## config.mk

```make
export PLATFORM = sky130hd
export DESIGN_NAME = gre_ctrl
export DESIGN_NICKNAME = d
export VERILOG_FILES = /design/src/hw/rtl/gre_pkg.sv /design/src/hw/rtl/gre_ctrl.sv
export SDC_FILE = /design/constraint.sdc
export NUM_CORES = 1
export LEC_CHECK = 0
export ABC_CLOCK_PERIOD_IN_PS = 4300
export BUFFER_PORTS_ARGS = -buffer_cell sky130_fd_sc_hd__buf_2
export CAP_MARGIN = 20
export CORE_AREA = 4 4 45 47
export CTS_CLUSTER_SIZE = 40
export DETAILED_ROUTE_END_ITERATION = 6
export DIE_AREA = 0 0 49 51
export SLEW_MARGIN = 20
export SYNTH_ARGS = -nofsm -noshare
export SYNTH_HDL_FRONTEND = slang
export SYNTH_SLANG_ARGS = --single-unit
```

## constraint.sdc

```tcl
create_clock -name clk -period 4.3 [get_ports clk]
set_input_delay 0.645 -clock clk [delete_from_list [all_inputs] [get_ports clk]]
set_output_delay 0.645 -clock clk [all_outputs]
set_load 0.01 [all_outputs]
```

## src/hw/rtl/gre_pkg.sv

```systemverilog
package gre_pkg;

	// Item kinds on the input channel.
	typedef enum logic [1:0] {
		KIND_ADD   = 2'd0,
		KIND_QUERY = 2'd1,
		KIND_CLEAR = 2'd2
	} kind_t;

	// Controller states.
	typedef enum logic [2:0] {
		ST_IDLE,
		ST_LOAD,
		ST_PIVOT,
		ST_SELECT,
		ST_COUNT,
		ST_DONE
	} state_t;

	// Largest value the reach_count field can show.
	localparam logic [6:0] COUNT_MAX = 7'd127;

	// Commands from the controller to the datapath.
	typedef struct packed {
		logic capture;
		logic add_edge;
		logic clear;
		logic load;
		logic pivot;
		logic select_row;
		logic count;
		logic out_load;
	} cmd_t;

	// Status from the datapath to the controller.
	typedef struct packed {
		logic edge_ok;
		logic n_zero;
		logic pivot_last;
		logic count_last;
	} stat_t;

	// Population count of one byte.
	function automatic logic [3:0] pop8(input logic [7:0] v);
		logic [3:0] c;
		c = 4'd0;
		for (int b = 0; b < 8; b++) begin
			c = c + {3'd0, v[b]};
		end
		return c;
	endfunction

endpackage

```

## src/hw/rtl/gre_ctrl.sv

```systemverilog
module gre_ctrl (
	input  logic           clk,
	input  logic           arst_n,
	input  logic           cfg_we,
	input  logic           in_valid,
	output logic           in_stall,
	input  logic [1:0]     kind,
	output logic           out_valid,
	input  logic           out_stall,
	output gre_pkg::cmd_t  cmd,
	input  gre_pkg::stat_t stat
);

	gre_pkg::state_t state_q;
	gre_pkg::state_t state_d;
	logic            reach_valid_q;
	logic            reach_valid_d;
	logic            out_valid_q;
	logic            valid_now;
	logic            in_xfer;

	assign in_stall  = (state_q != gre_pkg::ST_IDLE);
	assign in_xfer   = in_valid && !in_stall;
	assign valid_now = reach_valid_q && !cfg_we;
	assign out_valid = out_valid_q;

	// State, closure flag and output valid registers.
	always_ff @(posedge clk or negedge arst_n) begin
		if (!arst_n) begin
			state_q       <= gre_pkg::ST_IDLE;
			reach_valid_q <= 1'b0;
			out_valid_q   <= 1'b0;
		end else begin
			state_q       <= state_d;
			reach_valid_q <= reach_valid_d;
			if (cmd.out_load) begin
				out_valid_q <= 1'b1;
			end else if (!out_stall) begin
				out_valid_q <= 1'b0;
			end
		end
	end

	// Next state and datapath commands.
	always_comb begin
		state_d       = state_q;
		reach_valid_d = valid_now;
		cmd           = '0;
		unique case (state_q)
			gre_pkg::ST_IDLE: begin
				if (in_xfer) begin
					unique case (kind)
						gre_pkg::KIND_ADD: begin
							cmd.add_edge = 1'b1;
							if (stat.edge_ok) begin
								reach_valid_d = 1'b0;
							end
						end
						gre_pkg::KIND_CLEAR: begin
							cmd.clear     = 1'b1;
							reach_valid_d = 1'b0;
						end
						gre_pkg::KIND_QUERY: begin
							cmd.capture = 1'b1;
							state_d = valid_now ? gre_pkg::ST_SELECT : gre_pkg::ST_LOAD;
						end
						default: begin
						end
					endcase
				end
			end
			gre_pkg::ST_LOAD: begin
				cmd.load = 1'b1;
				if (stat.n_zero) begin
					reach_valid_d = 1'b1;
					state_d       = gre_pkg::ST_SELECT;
				end else begin
					state_d = gre_pkg::ST_PIVOT;
				end
			end
			gre_pkg::ST_PIVOT: begin
				cmd.pivot = 1'b1;
				if (stat.pivot_last) begin
					reach_valid_d = 1'b1;
					state_d       = gre_pkg::ST_SELECT;
				end
			end
			gre_pkg::ST_SELECT: begin
				cmd.select_row = 1'b1;
				state_d        = gre_pkg::ST_COUNT;
			end
			gre_pkg::ST_COUNT: begin
				cmd.count = 1'b1;
				if (stat.count_last) begin
					state_d = gre_pkg::ST_DONE;
				end
			end
			gre_pkg::ST_DONE: begin
				if (!out_valid_q || !out_stall) begin
					cmd.out_load = 1'b1;
					state_d      = gre_pkg::ST_IDLE;
				end
			end
			default: begin
				state_d = gre_pkg::ST_IDLE;
			end
		endcase
	end

`ifndef SYNTHESIS
	// The pivot sweep only ends by moving on to row selection.
	a_pivot_exit: assert property (@(posedge clk) disable iff (!arst_n)
		(state_q == gre_pkg::ST_PIVOT) |=>
		(state_q == gre_pkg::ST_PIVOT || state_q == gre_pkg::ST_SELECT))
		else $error("pivot sweep left to an unexpected state");

	// A finished sweep leaves the closure marked valid.
	a_sweep_valid: assert property (@(posedge clk) disable iff (!arst_n)
		(state_q == gre_pkg::ST_PIVOT && stat.pivot_last && !cfg_we) |=> reach_valid_q)
		else $error("closure not marked valid after the sweep");

	// A query on a valid closure skips the rebuild.
	a_skip_rebuild: assert property (@(posedge clk) disable iff (!arst_n)
		(in_xfer && kind == gre_pkg::KIND_QUERY && reach_valid_q && !cfg_we) |=>
		(state_q == gre_pkg::ST_SELECT))
		else $error("rebuild started on a valid closure");

	// A result appears only after the done state.
	a_out_source: assert property (@(posedge clk) disable iff (!arst_n)
		$rose(out_valid_q) |-> ($past(state_q) == gre_pkg::ST_DONE))
		else $error("result raised outside the done state");
`endif

endmodule

```

==> impl_metrics.env, run 1 <==
export IMPL_grt_max_degree=14
export IMPL_drt_initial_drc_count=4
export IMPL_p_comb_frac=0.465
export IMPL_end_kind="output port"
export IMPL_yosysSeqAreaShare=0.3521
export IMPL_cap_violations=0
export IMPL_drc=0
export IMPL_drive_gt1_frac=0.4063
export IMPL_dpl_cell_area_sq_um=446.7
export IMPL_synth_area_per_cell_sq_um=8.264
export IMPL_hp_class="in2async"
export IMPL_cts_tree="done"
export IMPL_fin_tns_setup_ps=0
export IMPL_die_w_microns=49
export IMPL_row_count=15
export IMPL_crit_fanout=11
export IMPL_syn_num_nets=54
export IMPL_clkSlewWorstSetupHoldPaths_ps=50
export IMPL_finalNetCount=76
export IMPL_final_common_cell="buf_2"
export IMPL_layout_common_cells="20 x buf_2, 7 x nor2_1, 5 x dfrtp_1"
export IMPL_io_pins=21
export IMPL_ant_nets=0
export IMPL_crit_type="reg2out"
export IMPL_period_share=0.5578
export IMPL_cts_resized=0
export IMPL_worstPathArrival_ps=1750
export IMPL_pwr_share_clk=0.182
export IMPL_p_leak_nw=0.2525
export IMPL_root_buffer="clkbuf_4"
export IMPL_grt_pass1_vias=348
export IMPL_area_delta_synth_final_pct=33.45
export IMPL_numPortBuffers=20
export IMPL_clock_skew_ps=7.608
export IMPL_ctsHoldBuffers=0
export IMPL_diodes=0
export IMPL_routed_wl_microns=839
export IMPL_required_ps=3650
export IMPL_switchingPower_uw=123.9
export IMPL_timing_final_hold_violations=0
export IMPL_fillCellCount=195
export IMPL_dp_hpwl_microns=688.5
export IMPL_status="complete, no violations"
export IMPL_die_y_microns=51
export IMPL_grt_usage=0.07537
export IMPL_worst_slew_margin_rel=0.7633
export IMPL_slew_violations=0
export IMPL_setup_viol_count_final=0
export IMPL_pwr_share_seq=0.353
export IMPL_post_cts_buffers=0
export IMPL_cts_buffers=3
export IMPL_rsz0062_at_grt="no"
export IMPL_swShare=0.4210
export IMPL_final_cell_area_sq_um=474.2
export IMPL_post_drt_wl_per_cell_microns=10.36
export IMPL_synthDistinctLibCells=23
export IMPL_p_int_uw=170.4
export IMPL_die_area_sq_um=2499
export IMPL_rr_worst_depth=4
export IMPL_gp_congestion=0.6961
export IMPL_antenna_found_initial=0
export IMPL_synth_cells=43
export IMPL_ir_drop_uv=247.2
export IMPL_fin_util=0.2871
export IMPL_yosysWarnings=0
export IMPL_grt_pass1_wl_microns=1428
export IMPL_worst_slew_pin_transition_ps=355.0
export IMPL_clock_sinks=5
export IMPL_dr_pass1_iters=3
export IMPL_r2r_slack_ps=2640
export IMPL_viasPerCell=4.469
export IMPL_start_kind="flip-flop"
export IMPL_via_count=362
export IMPL_clockBufferDepth=2
export IMPL_core_sq_um=1652
export IMPL_htree_levels=1
export IMPL_min_period_ps=2398
export IMPL_p_per_area_nw_per_um2=620.5
export IMPL_grt_ovfl_total=0
export IMPL_synth_cell_area_sq_um=355.3
export IMPL_floorplan_initialDensity=0.2152
export IMPL_fmax_mhz=417.0
export IMPL_yosys_register_bits=5
export IMPL_clock_latency_ps=240
-- cells by family (layout without fill, tap and decap cells) --
family / Yosys count / count (layout) / synth area share
and+or+nand+nor: 21 / 21 / 0.3275
DFF: 5 / 5 / 0.3521
AOI/OAI and AO/OA: 11 / 11 / 0.2043
buffers and inverters: 6 / 27 / 0.1162
-- sequential cells by signal, indices dropped and copies added, names as in the netlist --
| register | cells |
|---|---|
| state_q | 3 |
| out_valid | 1 |
| reach_valid_q | 1 |
-- power groups by stage --
stage	clock (mW)	combinational [mW]	sequential (mW)
4_1_cts	0.0569	0.140	0.103
3_5_place_dp	0	0.139	0.104
5_1_grt	0.0620	0.156	0.109
3_3_place_gp	0	0.138	0.103
2_1_floorplan	0	0.138	0.0795
6_report	0.0536	0.137	0.104
-- routing by layer --
metal	wire, microns	track usage	up-vias
met5	0	0	-
met1	369	0.08511	151
met4	13	0.04036	0
met3	97	0.06414	2
met2	359	0.09565	16
li1	-	-	193
-- synthesized netlist by cell type (all sizes together) --
library cell,instances,area [sq um]
or3,1,11.26
nand3,1,5.000
a211oi,1,7.510
a21o,1,7.510
nand2b,1,6.260
a31oi,1,6.260
o211ai,1,7.510
buf,3,30.03
o31a,1,8.760
and2,1,6.260
a21oi,2,10.01
nand2,4,15.01
or3b,1,11.26
o22ai,1,6.260
inv,3,11.26
nor2,7,26.28
nor3,1,5.000
o32ai,1,8.760
dfrtp,5,125.1
nand3b,1,7.510
nor3b,3,22.52
o21ai,2,10.01
-- final cells by class --
| type | instances | area [sq um] | area share |
|---|---|---|---|
| Clock buffer | 3 | 22.52 | 0.04749 |
| Multi-Input combinational cell | 32 | 188.9 | 0.3984 |
| Clock inverter | 1 | 5.005 | 0.01055 |
| Inverter | 3 | 11.26 | 0.02375 |
| Tap cell | 17 | 21.27 | 0.04485 |
| Sequential cell | 5 | 125.1 | 0.2639 |
| Timing Repair Buffer | 20 | 100.1 | 0.2111 |
-- critical path, cell delays in order, from the launching register on --
cell	delay (ps)
dfrtp_1	480
or3_4	430
or3b_4	390
nor2_1	80
buf_2	130
-- stage by stage --
stage / power (mW) / std cells / hold WS [ps] / setup slack, ps
after floorplan: 0.2176 / 43 / 349.4 / 2228
after global placement: 0.2418 / 77 / 463.4 / 2174
after detailed placement: 0.2433 / 77 / 465.2 / 2168
after CTS: 0.2999 / 81 / 197.6 / 1895
after global routing: 0.3269 / 81 / 192.3 / 1804
final: 0.2942 / 81 / 205.4 / 1902
-- worst paths after layout --
check / start / to
worst max-delay path: state_q[0] / cmd[6]
worst min-delay path: arst_n / state_q[1]
worst max register to register: state_q[0] / reach_valid_q
worst min register to register: out_valid / out_valid
max in group asynchronous: arst_n / reach_valid_q
min in group clk: out_valid / out_valid
No activity file was read; power rests on OpenSTA's default activity.
==> run 2: changes to the inputs <==
--- a/config.mk
+++ b/config.mk
@@ -5,13 +5,14 @@
 export SDC_FILE = /design/constraint.sdc
 export NUM_CORES = 1
 export LEC_CHECK = 0
-export ABC_CLOCK_PERIOD_IN_PS = 4300
+export ABC_AREA = 1
+export ABC_CLOCK_PERIOD_IN_PS = 2460
 export BUFFER_PORTS_ARGS = -buffer_cell sky130_fd_sc_hd__buf_2
 export CAP_MARGIN = 20
-export CORE_AREA = 4 4 45 47
+export CORE_AREA = 4 4 49 51
 export CTS_CLUSTER_SIZE = 40
 export DETAILED_ROUTE_END_ITERATION = 6
-export DIE_AREA = 0 0 49 51
+export DIE_AREA = 0 0 53 55
 export SLEW_MARGIN = 20
 export SYNTH_ARGS = -nofsm -noshare
 export SYNTH_HDL_FRONTEND = slang
==> constraint.sdc (replaced) <==
create_clock -name clk -period 2.46 [get_ports clk]
set_input_delay 0.369 -clock clk [delete_from_list [all_inputs] [get_ports clk]]
set_output_delay 0.369 -clock clk [all_outputs]
set_load 0.01 [all_outputs]
==> run 2 against run 1 <==
Die area is 17% higher; sequential cell count unchanged; routed wire length is 31% higher; clock-buffer cell count is 1 higher; area after synthesis grew 20%; sequential share of layout area fell by 5.2 points; critical path depth stayed put.
==> impl_metrics.env, run 2 <==
export IMPL_status="complete, no violations"
export IMPL_rsz0062_at_grt="no"
export IMPL_final_common_cell="buf_2"
export IMPL_fin_tns_setup_ps=0
export IMPL_numPortBuffers=20
export IMPL_setup_viol_count_final=0
export IMPL_die_y_microns=55
export IMPL_synth_most_common_cell="nand2_1"
export IMPL_viasPerCell=4.017
export IMPL_clock_latency_ps=240
export IMPL_clkSlewWorstSetupHoldPaths_ps=40
export IMPL_min_period_ps=1670
export IMPL_yosys_register_bits=5
export IMPL_synth_edf_count=0
export IMPL_grt_pass1_vias=430
export IMPL_yosysTopAreaCell="dfrtp_1"
export IMPL_post_drt_wl_per_cell_microns=9.440
export IMPL_die_area_sq_um=2915
export IMPL_fmax_mhz=598.6
export IMPL_synthDistinctLibCells=19
export IMPL_rr_worst_depth=4
export IMPL_cap_violations=0
export IMPL_dr_pass1_iters=4
export IMPL_worst_slew_margin_rel=0.7935
export IMPL_slew_violations=0
export IMPL_grt_ovfl_total=0
export IMPL_yosysSeqAreaShare=0.2933
export IMPL_path_cells="nor2_4, nand4_1, nor2_1, buf_2"
export IMPL_synth_area_per_cell_sq_um=6.564
export IMPL_cpPeakStageDelay_ps=470
export IMPL_synth_top_area_frac=0.2933
export IMPL_post_cts_buffers=0
export IMPL_htree_levels=1
export IMPL_critPathLaunch="state_q[1]"
export IMPL_io_pins=21
export IMPL_drc=0
export IMPL_clock_sinks=5
export IMPL_via_count=466
export IMPL_drt_initial_drc_count=9
export IMPL_synthArstFlopShare=1.000
export IMPL_grt_usage=0.08528
export IMPL_grt_max_degree=10
export IMPL_rr_endpoint="reach_valid_q"
export IMPL_cts_buffers=3
export IMPL_syn_num_nets=76
export IMPL_p_leak_nw=0.3790
export IMPL_cts_tree="done"
export IMPL_clockBufferDepth=2
export IMPL_largest_register="state_q"
export IMPL_worstPathArrival_ps=1300
export IMPL_required_ps=2090
export IMPL_largest_reg_flops=3
export IMPL_layout_setup_ws_ps=789.5
export IMPL_synthTopCellsByCount="14 x nand2_1, 9 x inv_1, 9 x nor2_1"
export IMPL_reg2reg_from="state_q[1]"
export IMPL_row_count=16
export IMPL_ys_flop_type="dfrtp_1"
export IMPL_r2r_slack_ps=1260
export IMPL_p_per_area_nw_per_um2=1083
export IMPL_core_sq_um=1942
export IMPL_crit_type="reg2out"
export IMPL_drive_gt1_frac=0.3820
export IMPL_ir_drop_uv=339.9
export IMPL_worst_slew_pin_transition_ps=309.7
export IMPL_floorplan_initialDensity=0.2197
export IMPL_antenna_found_initial=0
export IMPL_worstSetupEndpoint="cmd[5]"
export IMPL_dpl_worst_slack_ps=1034
export IMPL_diodes=0
export IMPL_synth_cell_area_sq_um=426.7
export IMPL_wl_met1_microns=544
export IMPL_met3RoutedLength_microns=94
export IMPL_dpl_cell_area_sq_um=553.0
export IMPL_dp_hpwl_microns=952.2
export IMPL_highest_layer="met3"
export IMPL_gp_congestion=0.8597
export IMPL_start_kind="flip-flop"
export IMPL_cpMaxStageDelayCell="dfrtp_1"
export IMPL_area_delta_synth_final_pct=38.12
export IMPL_yosysWarnings=0
export IMPL_fillCellCount=236
export IMPL_hp_class="in2reg"
export IMPL_timing_final_hold_violations=0
export IMPL_synth_cells=65
export IMPL_end_kind="output port"
export IMPL_finalNetCount=101
export IMPL_final_cell_area_sq_um=589.3
export IMPL_layout_common_cells="20 x buf_2, 14 x nand2_1, 9 x inv_1, 9 x nor2_1, 8 x nand3_1"
export IMPL_grt_pass1_wl_microns=1752
export IMPL_routed_wl_microns=1095
export IMPL_die_w_microns=53
export IMPL_met2RoutedLength_microns=456
export IMPL_synth_top_cells_by_area="dfrtp_1 29%, nand2_1 12%, nand3_1 9.4%"
export IMPL_ant_nets=0
export IMPL_period_share=0.6791
export IMPL_crit_fanout=7
export IMPL_root_buffer="clkbuf_4"
export IMPL_clock_skew_ps=0.1096
## run 2: cell count changes in the layout (fill, tap and decap cells not counted), sizes merged, moves of 2 or more
| cell | delta |
|---|---|
| inv | +9 |
| nand2 | +11 |
| nand3 | +8 |
| nor2 | +7 |
| nor3b | -3 |
| o21bai | +2 |
## run 2: worst min-delay path by stage
stage | from | end | slack (ps) | depth (start not counted)
3_3_place_gp | arst_n | out_valid | 190 | 1
3_5_place_dp | arst_n | state_q[0] | 190 | 1
4_1_cts | out_stall | out_valid | 410 | 3
2_1_floorplan | arst_n | out_valid | 70 | 0
5_1_grt | out_stall | out_valid | 420 | 3
6_report | out_stall | out_valid | 420 | 3
## run 2: logic make-up after synthesis
| kind of cell | synth area share |
|---|---|
| DFF | 0.2933 |
| buffers and inverters | 0.1232 |
| AOI/OAI and AO/OA | 0.08794 |
| and+or+nand+nor | 0.4956 |
## run 2: routing by layer
metal | track usage | up-vias
met5 | 0 | -
met4 | 0.05106 | 0
met3 | 0.03485 | 0
met2 | 0.1240 | 18
met1 | 0.1050 | 194
li1 | - | 254
## run 2: final cells by class
cell class,count,area [sq um],area share
clock buffers,4,26.28,0.04459
well taps,27,33.78,0.05732
multi-input cells,47,249.0,0.4225
flip-flops and latches,5,125.1,0.2123
repair buffers,21,110.1,0.1868
inverters,12,45.04,0.07643
## run 2: power breakdown
| group | switching, mW | total [mW] | internal, mW |
|---|---|---|---|
| Combinational | 0.227 | 0.371 | 0.144 |
| Sequential | 0.0551 | 0.175 | 0.120 |
| Clock | 0.0311 | 0.0923 | 0.0612 |
## run 2: worst max-delay path, delay by kind of cell (launching register included)
kind                   cells  cell delay (ps)
flip-flops                 1              470
buffers and inverters      1              130
AND/OR/NAND/NOR            3              460
## run 2: metrics by stage
stage / total power [mW] / cells / util / hold slack, ps
2_1_floorplan: 0.4413 / 65 / - / 73.41
3_5_place_dp: 0.5499 / 111 / 0.2848 / 187.1
3_3_place_gp: 0.5440 / 111 / 0.2848 / 186.3
6_report: 0.6381 / 116 / 0.3035 / 416.1
4_1_cts: 0.6506 / 116 / 0.3035 / 410.6
5_1_grt: 0.7069 / 116 / 0.3035 / 419.1
## run 2: repair_timing
action	4_1_cts	5_1_grt
gates resized for setup	0	0
endpoints found under the setup margin	0	0
hold buffers	1	0
endpoints found under the hold margin	5	0
